**config.mk**
```make
export PLATFORM = sky130hd
export DESIGN_NAME = czc_cell
export DESIGN_NICKNAME = d
export VERILOG_FILES = /design/src/rtl/core/czc_pkg.sv /design/src/rtl/core/czc_cell.sv
export SDC_FILE = /design/constraint.sdc
export NUM_CORES = 1
export LEC_CHECK = 0
export BUFFER_PORTS_ARGS = -buffer_cell sky130_fd_sc_hd__clkbuf_2
export CORE_MARGIN = 3
export CORE_UTILIZATION = 40
export CTS_CLUSTER_DIAMETER = 50
export DETAILED_ROUTE_END_ITERATION = 12
export MAX_ROUTING_LAYER = met4
export PLACE_DENSITY_LB_ADDON = 0.15
export SLEW_MARGIN = 0
export SYNTH_ARGS = -nofsm -noshare
export SYNTH_HDL_FRONTEND = slang
export SYNTH_SLANG_ARGS = --single-unit
```
**constraint.sdc**
```tcl
create_clock -name clk -period 2.2 [get_ports clk]
set_clock_uncertainty 0.2 [all_clocks]
set_input_delay 0.44 -clock clk [delete_from_list [all_inputs] [get_ports clk]]
set_output_delay 0.44 -clock clk [all_outputs]
set_load 0.05 [all_outputs]
```
**src/rtl/core/czc_pkg.sv**
```systemverilog
// czc_pkg: shared types, constants and helper functions for the zone classifier
// used by czc_cell and cidr_zone_classifier; no dependencies
package czc_pkg;

    localparam int TABLE_DEPTH_DEF = 16;
    localparam int COUNT_W         = 5;
    localparam int INDEX_W         = 4;
    localparam int PREFIX_W        = 8;
    localparam int HALF_W          = 64;

    localparam logic [PREFIX_W-1:0] V4_PREFIX_MAX = 8'd32;
    localparam logic [PREFIX_W-1:0] V6_PREFIX_MAX = 8'd128;
    localparam logic [7:0]          LOOPBACK_BYTE = 8'd127;

    typedef enum logic [1:0] {
        FUNC_WR_PERIMETER = 2'd0,
        FUNC_WR_INTERNAL  = 2'd1,
        FUNC_CLASSIFY     = 2'd2
    } func_t;

    typedef enum logic [1:0] {
        ZONE_LOCAL     = 2'd0,
        ZONE_PERIMETER = 2'd1,
        ZONE_INTERNAL  = 2'd2,
        ZONE_EXTERNAL  = 2'd3
    } zone_t;

    typedef enum logic [0:0] {
        CFG_PERIMETER_COUNT = 1'b0,
        CFG_INTERNAL_COUNT  = 1'b1
    } cfg_reg_t;

    // item travelling down the cell chain
    typedef struct packed {
        logic               valid;
        func_t              func;
        logic [INDEX_W-1:0] index;
        logic               is_v6;
        logic [HALF_W-1:0]  mask_hi;
        logic [HALF_W-1:0]  mask_lo;
        logic [HALF_W-1:0]  addr_hi;
        logic [HALF_W-1:0]  addr_lo;
        logic               is_local;
        logic               per_hit;
        logic               int_hit;
    } tok_t;

    // saturate the prefix for the family and expand it to a 128-bit mask
    function automatic logic [2*HALF_W-1:0] prefix_mask(
        input logic                v6,
        input logic [PREFIX_W-1:0] prefix
    );
        logic [PREFIX_W-1:0] p;
        logic [2*HALF_W-1:0] m;
        p = prefix;
        if (!v6 && (p > V4_PREFIX_MAX))
        begin
            p = V4_PREFIX_MAX;
        end
        else if (v6 && (p > V6_PREFIX_MAX))
        begin
            p = V6_PREFIX_MAX;
        end
        for (int k = 0; k < 2*HALF_W; k++)
        begin
            m[2*HALF_W-1-k] = (k < int'(p));
        end
        return m;
    endfunction

    function automatic logic entry_match(
        input logic                entry_v6,
        input logic [2*HALF_W-1:0] entry_base,
        input logic [2*HALF_W-1:0] entry_mask,
        input logic                addr_v6,
        input logic [2*HALF_W-1:0] addr
    );
        return (entry_v6 == addr_v6) && (((entry_base ^ addr) & entry_mask) == '0);
    endfunction

endpackage

```
**src/rtl/core/czc_cell.sv**
```systemverilog
// czc_cell: one slot of the perimeter and internal tables plus one chain stage
// depends on czc_pkg (tok_t, prefix mask and match helpers)
module czc_cell
    import czc_pkg::*;
#(
    parameter int CELL_IDX = 0
)
(
    input  logic               clk,
    input  logic               rst_n,
    input  tok_t               tok_in,
    input  logic [COUNT_W-1:0] per_count,
    input  logic [COUNT_W-1:0] int_count,
    output tok_t               tok_out
);

    logic                per_v6_reg;
    logic [2*HALF_W-1:0] per_base_reg;
    logic [2*HALF_W-1:0] per_mask_reg;
    logic                int_v6_reg;
    logic [2*HALF_W-1:0] int_base_reg;
    logic [2*HALF_W-1:0] int_mask_reg;

    logic                valid_reg;
    logic                valid_next;
    tok_t                tok_reg;
    tok_t                tok_next;

    logic                slot_sel;
    logic                per_we;
    logic                int_we;
    logic                per_live;
    logic                int_live;
    logic [2*HALF_W-1:0] addr;

    always_comb
    begin
        slot_sel = (int'(tok_in.index) == CELL_IDX);
        per_we   = tok_in.valid && (tok_in.func == FUNC_WR_PERIMETER) && slot_sel;
        int_we   = tok_in.valid && (tok_in.func == FUNC_WR_INTERNAL) && slot_sel;
        // slot takes part only below the programmed count
        per_live = (int'(per_count) > CELL_IDX);
        int_live = (int'(int_count) > CELL_IDX);
        addr     = {tok_in.addr_hi, tok_in.addr_lo};

        valid_next = tok_in.valid;
        tok_next   = tok_in;
        if (tok_in.func == FUNC_CLASSIFY)
        begin
            tok_next.per_hit = tok_in.per_hit | (per_live &&
                entry_match(per_v6_reg, per_base_reg, per_mask_reg, tok_in.is_v6, addr));
            tok_next.int_hit = tok_in.int_hit | (int_live &&
                entry_match(int_v6_reg, int_base_reg, int_mask_reg, tok_in.is_v6, addr));
        end
    end

    always_ff @(posedge clk or negedge rst_n)
    begin
        if (!rst_n)
        begin
            valid_reg <= 1'b0;
        end
        else
        begin
            valid_reg <= valid_next;
        end
    end

    always_ff @(posedge clk)
    begin
        tok_reg <= tok_next;
        if (per_we)
        begin
            per_v6_reg   <= tok_in.is_v6;
            per_base_reg <= addr;
            per_mask_reg <= {tok_in.mask_hi, tok_in.mask_lo};
        end
        if (int_we)
        begin
            int_v6_reg   <= tok_in.is_v6;
            int_base_reg <= addr;
            int_mask_reg <= {tok_in.mask_hi, tok_in.mask_lo};
        end
    end

    always_comb
    begin
        tok_out       = tok_reg;
        tok_out.valid = valid_reg;
    end

endmodule

```
# [After elaboration in Yosys (flattened, before gate mapping)]
# Index checks and enable logic that the tools add are counted.
[word_totals] register_bits=781 input_bits=279 out_inout_bits=267 word_cells=42
[classes] magnitude_cmp=2 eq_ne=4 mux=1 bitwise_logic=6 reduce_logical=12
[ops] op="128-bit AND" n=2
[ops] op="128-bit logical NOT" n=2
[ops] op="128-bit bitwise XOR" n=2
[ops] op="5-bit by 1-bit greater-than comparator with 1-bit output (second input constant)" n=2
[ops] op="1-bit logical AND" n=8
[ops] op="4-bit logical NOT" n=1
[ops] op="1-bit equality test" n=2
[ops] op="2-bit by 1-bit equality test with 1-bit output (second input constant)" n=1
[ops] op="2-bit equality test (second input constant)" n=1
[ops] op="2-bit logical NOT" n=1
[ops] op="2-bit two-way mux" n=1
[ops] op="1-bit OR" n=2

# [Longest topological paths before layout]
[logic_depth] word_depth=7 ltp_mapped=6 depth_no_buf=6

# [Least setup slack after synthesis]
# Ideal clock, no wire load.
[synth_timing] path_kind="input to register" startpoint="input port tok_in[261] (netlist bit)" endpoint="register per_base_reg[0], enable pin" setup_ns=1.516 arrival_ns=24.824 t_required_ns=0.484 slack_ns=-24.340 stages=2 n_path_buf=0 path_cell_list="nor4_1 > nor4bb_1"
[synth_between] elab_chain_cells=2
[synth_lines] element="start, declared" line_no="czc_cell.sv:11" text="input tok_t tok_in,"
[synth_lines] element="4-bit logical NOT" line_no="czc_cell.sv:38" text="slot_sel = (int'(tok_in.index) == CELL_IDX);"
[synth_lines] element="1-bit logical AND" line_no="czc_cell.sv:39" text="per_we = tok_in.valid && (tok_in.func == FUNC_WR_PERIMETER) && slot_sel;"
[synth_lines] element="via per_we" line_no="czc_cell.sv:30" text="logic per_we;"
[synth_lines] element="end signal, assigned" line_no="czc_cell.sv:75" text="per_base_reg <= addr;"
[synth_lines] element="end, declared" line_no="czc_cell.sv:18" text="logic [2*HALF_W-1:0] per_base_reg;"
# The timed path passes the listed nets, and every way through them passes these cells.
# A chain may end at the register's enable or synchronous reset.

==> results.py <==
metrics = {
    "power_and_ir_drop": {
        "ir_drop_uv": 757,
        "p_seq_share_pct": 47.3,
        "power_uw": 33900,
        "p_switching_uw": 7960,
        "intPower_uw": 25900,
        "pwr-share-comb_pct": 8.3,
        "clkPwrFrac_pct": 44.3,
        "power.leakage_uw": 0.0143,
        "p_per_area_mw_per_mm2": 950,
        "p_sw_share_pct": 23.5,
    },
    "yosys": {
        "ys_seq_area_share_pct": 85.3,
        "synth_nets": 1497,
        "synth_edf_count": 514,
        "synth_top_cells_by_area": "edfxtp_1 (63%), dfxtp_1 (22%), xor2_1 (9.3%)",
        "synth_top_cell_by_area": "edfxtp_1",
        "synth_top_family_by_area": "XOR/XNOR gates",
        "muxShareOfSynthArea_pct": 0,
        "synth-simple-area-share_pct": 1.15,
        "yosysMostFrequentCell": "edfxtp_1",
        "synth_top_area_share_pct": 63.3,
        "synth_compound_area_share_pct": 4.24,
        "synthCells": 1218,
        "netlist_area_mm2": 0.0244,
        "async_flop_share_pct": 0.128,
        "dominantRegCellSynth": "edfxtp_1",
        "synth_seq_cells": 781,
        "ys_types": 21,
        "yosysWarnings": 0,
        "synth_adder_area_share_pct": 0,
        "yosys-top-cells-count": "edfxtp_1 (514), dfxtp_1 (266), xor2_1 (258), a22oi_1 (106), nand4_1 (26)",
        "syn_area_per_cell_um2": 20.0,
        "synth-xor-area-share_pct": 9.27,
    },
    "timing": {
        "setup_ws_ps": -229,
        "hold_violations": 0,
        "min_period_ps": 2430,
        "tightest_slew_ps": 570,
        "setup_viol_count_final": 2,
        "hold_slack_ps": 270,
        "grt_setup_unrepaired": "true",
        "tns_ps": -331,
        "finalMaxSlewViolations": 0,
        "period_share_pct": 110,
        "maxSlewHeadroom_pct": 61.9,
        "fmax_mhz": 412,
    },
    "global_routing": {
        "grt_usage_pct": 22.0,
        "grt_pass1_vias": 15500,
        "antenna_found_initial": 4,
        "grt_max_degree": 39,
        "grt-ovfl-total": 0,
        "grt_pass1_wl_um": 99000,
    },
    "floorplan": {
        "die_h_um": 253,
        "floorplan.initialDensity_pct": 40.8,
        "dieArea_mm2": 0.0639,
        "core_area_mm2": 0.0597,
        "num_rows": 89,
        "pin_count": 546,
        "fp.dieW_um": 253,
    },
    "setup_path": {
        "crit_path_end_kind": "flip-flop",
        "arrival_ps": 2780,
        "r2r_slack_ps": -230,
        "rr_worst_depth": 7,
        "crit_fanout": 1,
        "worst_setup_path_start_kind": "flip-flop",
        "crit_type": "reg2reg",
        "cp.required_ps": 2550,
    },
    "cts": {
        "root_buffer": "clkbuf_16",
        "ctsHtreeMaxLevel": 3,
        "cts_tree": "yes",
        "clkTransAtPathRegs_ps": 60,
        "clk_path_buf_depth": 3,
        "clock_latency_ps": 620,
        "cts.sinks": 781,
        "cts_buffers": 90,
    },
    "finish": {
        "areaGrowthSynthToFinish_pct": 46.3,
        "fin_nets": 2581,
        "drive_gt1_share_pct": 38.0,
        "largest_reg_flops": 266,
        "fin_cells": 3156,
        "fill_cells": 4522,
    },
    "detailed_routing": {
        "vias": 14800,
        "wirelength_um": 69200,
        "firstDrtPassIters": 5,
        "vias_per_cell": 4.70,
        "drc": 0,
        "wire_per_inst_um": 21.9,
        "initialDrtViolationCount": 1016,
        "final_antenna_net_count": 0,
    },
    "placed_design": {
        "dpl_worst_slack_ps": -971,
        "port-buffer-count": 545,
        "place_inst": 2713,
        "dp_hpwl_um": 48500,
        "finalWeightedCongestion": 0.785,
    },
    "min_path": {
        "hp-class": "in2reg",
        "holdPathStages": 2,
    },
    "run_status": {
        "outcome": "finished, violations left",
        "failed_checks": "negative setup slack",
    },
    "run": {
        "maxCapViolations": 0,
    },
}
## stage by stage
stage	cell area, um2	utilization [%]
floorplan	24400	-
global placement	29700	49.7
detailed placement	29700	49.7
CTS	35600	59.6
global route	35600	59.7
finish	35600	59.7
## what timing repair did
action	in CTS	in global routing
setup buffers	0	2
hold buffers	269	0
setup endpoints to repair	2	61
gates resized for setup	21	10
pin swaps	13	13
hold endpoints to repair	771	0
## critical path, cell delays in order (launching register included)
cell and delay (ps):
edfxtp_1 380, xor2_1 160, a22oi_1 170, buf_4 170, nand4_1 100, or4_4 550, nor4_4 420, a41o_1 220
## cells in the final DEF (no fill, tap or decap), drive strengths merged, types with 20 or more instances in the layout
| master | netlist | routed |
|---|---|---|
| clkbuf | 0 | 670 |
| clkinv | 0 | 21 |
| dfxtp | 266 | 266 |
| xor2 | 258 | 258 |
| edfxtp | 514 | 514 |
| buf | 1 | 179 |
| inv | 0 | 20 |
| a22oi | 106 | 106 |
| nand4 | 26 | 26 |
| dlygate4sd3 | 0 | 269 |
## worst paths after layout
check | start | end
worst min-delay path | tok_in[2] | tok_out[2]
max in group asynchronous | rst_n | valid_reg
worst max register to register | int_base_reg[99] | tok_out[0]
worst min register to register | per_mask_reg[38] | tok_out[1]
worst max-delay path | int_base_reg[99] | tok_out[0]
min in group asynchronous | rst_n | valid_reg
## kinds of logic after synthesis
family	after synthesis
AND/OR/NAND/NOR	44
AO/OA/AOI/OAI	134
buffers and inverters	1
flip-flops	781
XOR/XNOR	258
## final cells by class
| class | count | area, um2 | share of cell area, % |
|---|---|---|---|
| multi-input combinational | 436 | 3760 | 10.5 |
| clock buffer | 125 | 2660 | 7.47 |
| sequential | 781 | 20800 | 58.3 |
| antenna | 3 | 7.51 | 0.0211 |
| clock inverter | 45 | 438 | 1.23 |
| timing repair buffer | 993 | 7030 | 19.7 |
| tap | 773 | 967 | 2.71 |
## power by group through the flow
stage / logic (uW) / clock network [uW] / registers, uW
2_1_floorplan: 277 / 0 / 17300
3_3_place_gp: 2400 / 0 / 16300
3_5_place_dp: 2410 / 0 / 16300
4_1_cts: 2830 / 15400 / 16000
5_1_grt: 2970 / 15900 / 16100
6_report: 2820 / 15000 / 16000
## metal layers
metal / vias up / track usage (%) / routed length, um
li1: 6840 / - / -
met1: 7378 / 28.6 / 29700
met2: 508 / 35.8 / 34300
met3: 109 / 3.56 / 3430
met4: 0 / 6.52 / 1710
met5: - / - / 0
Note: power is estimated with default switching activity, not from simulation.
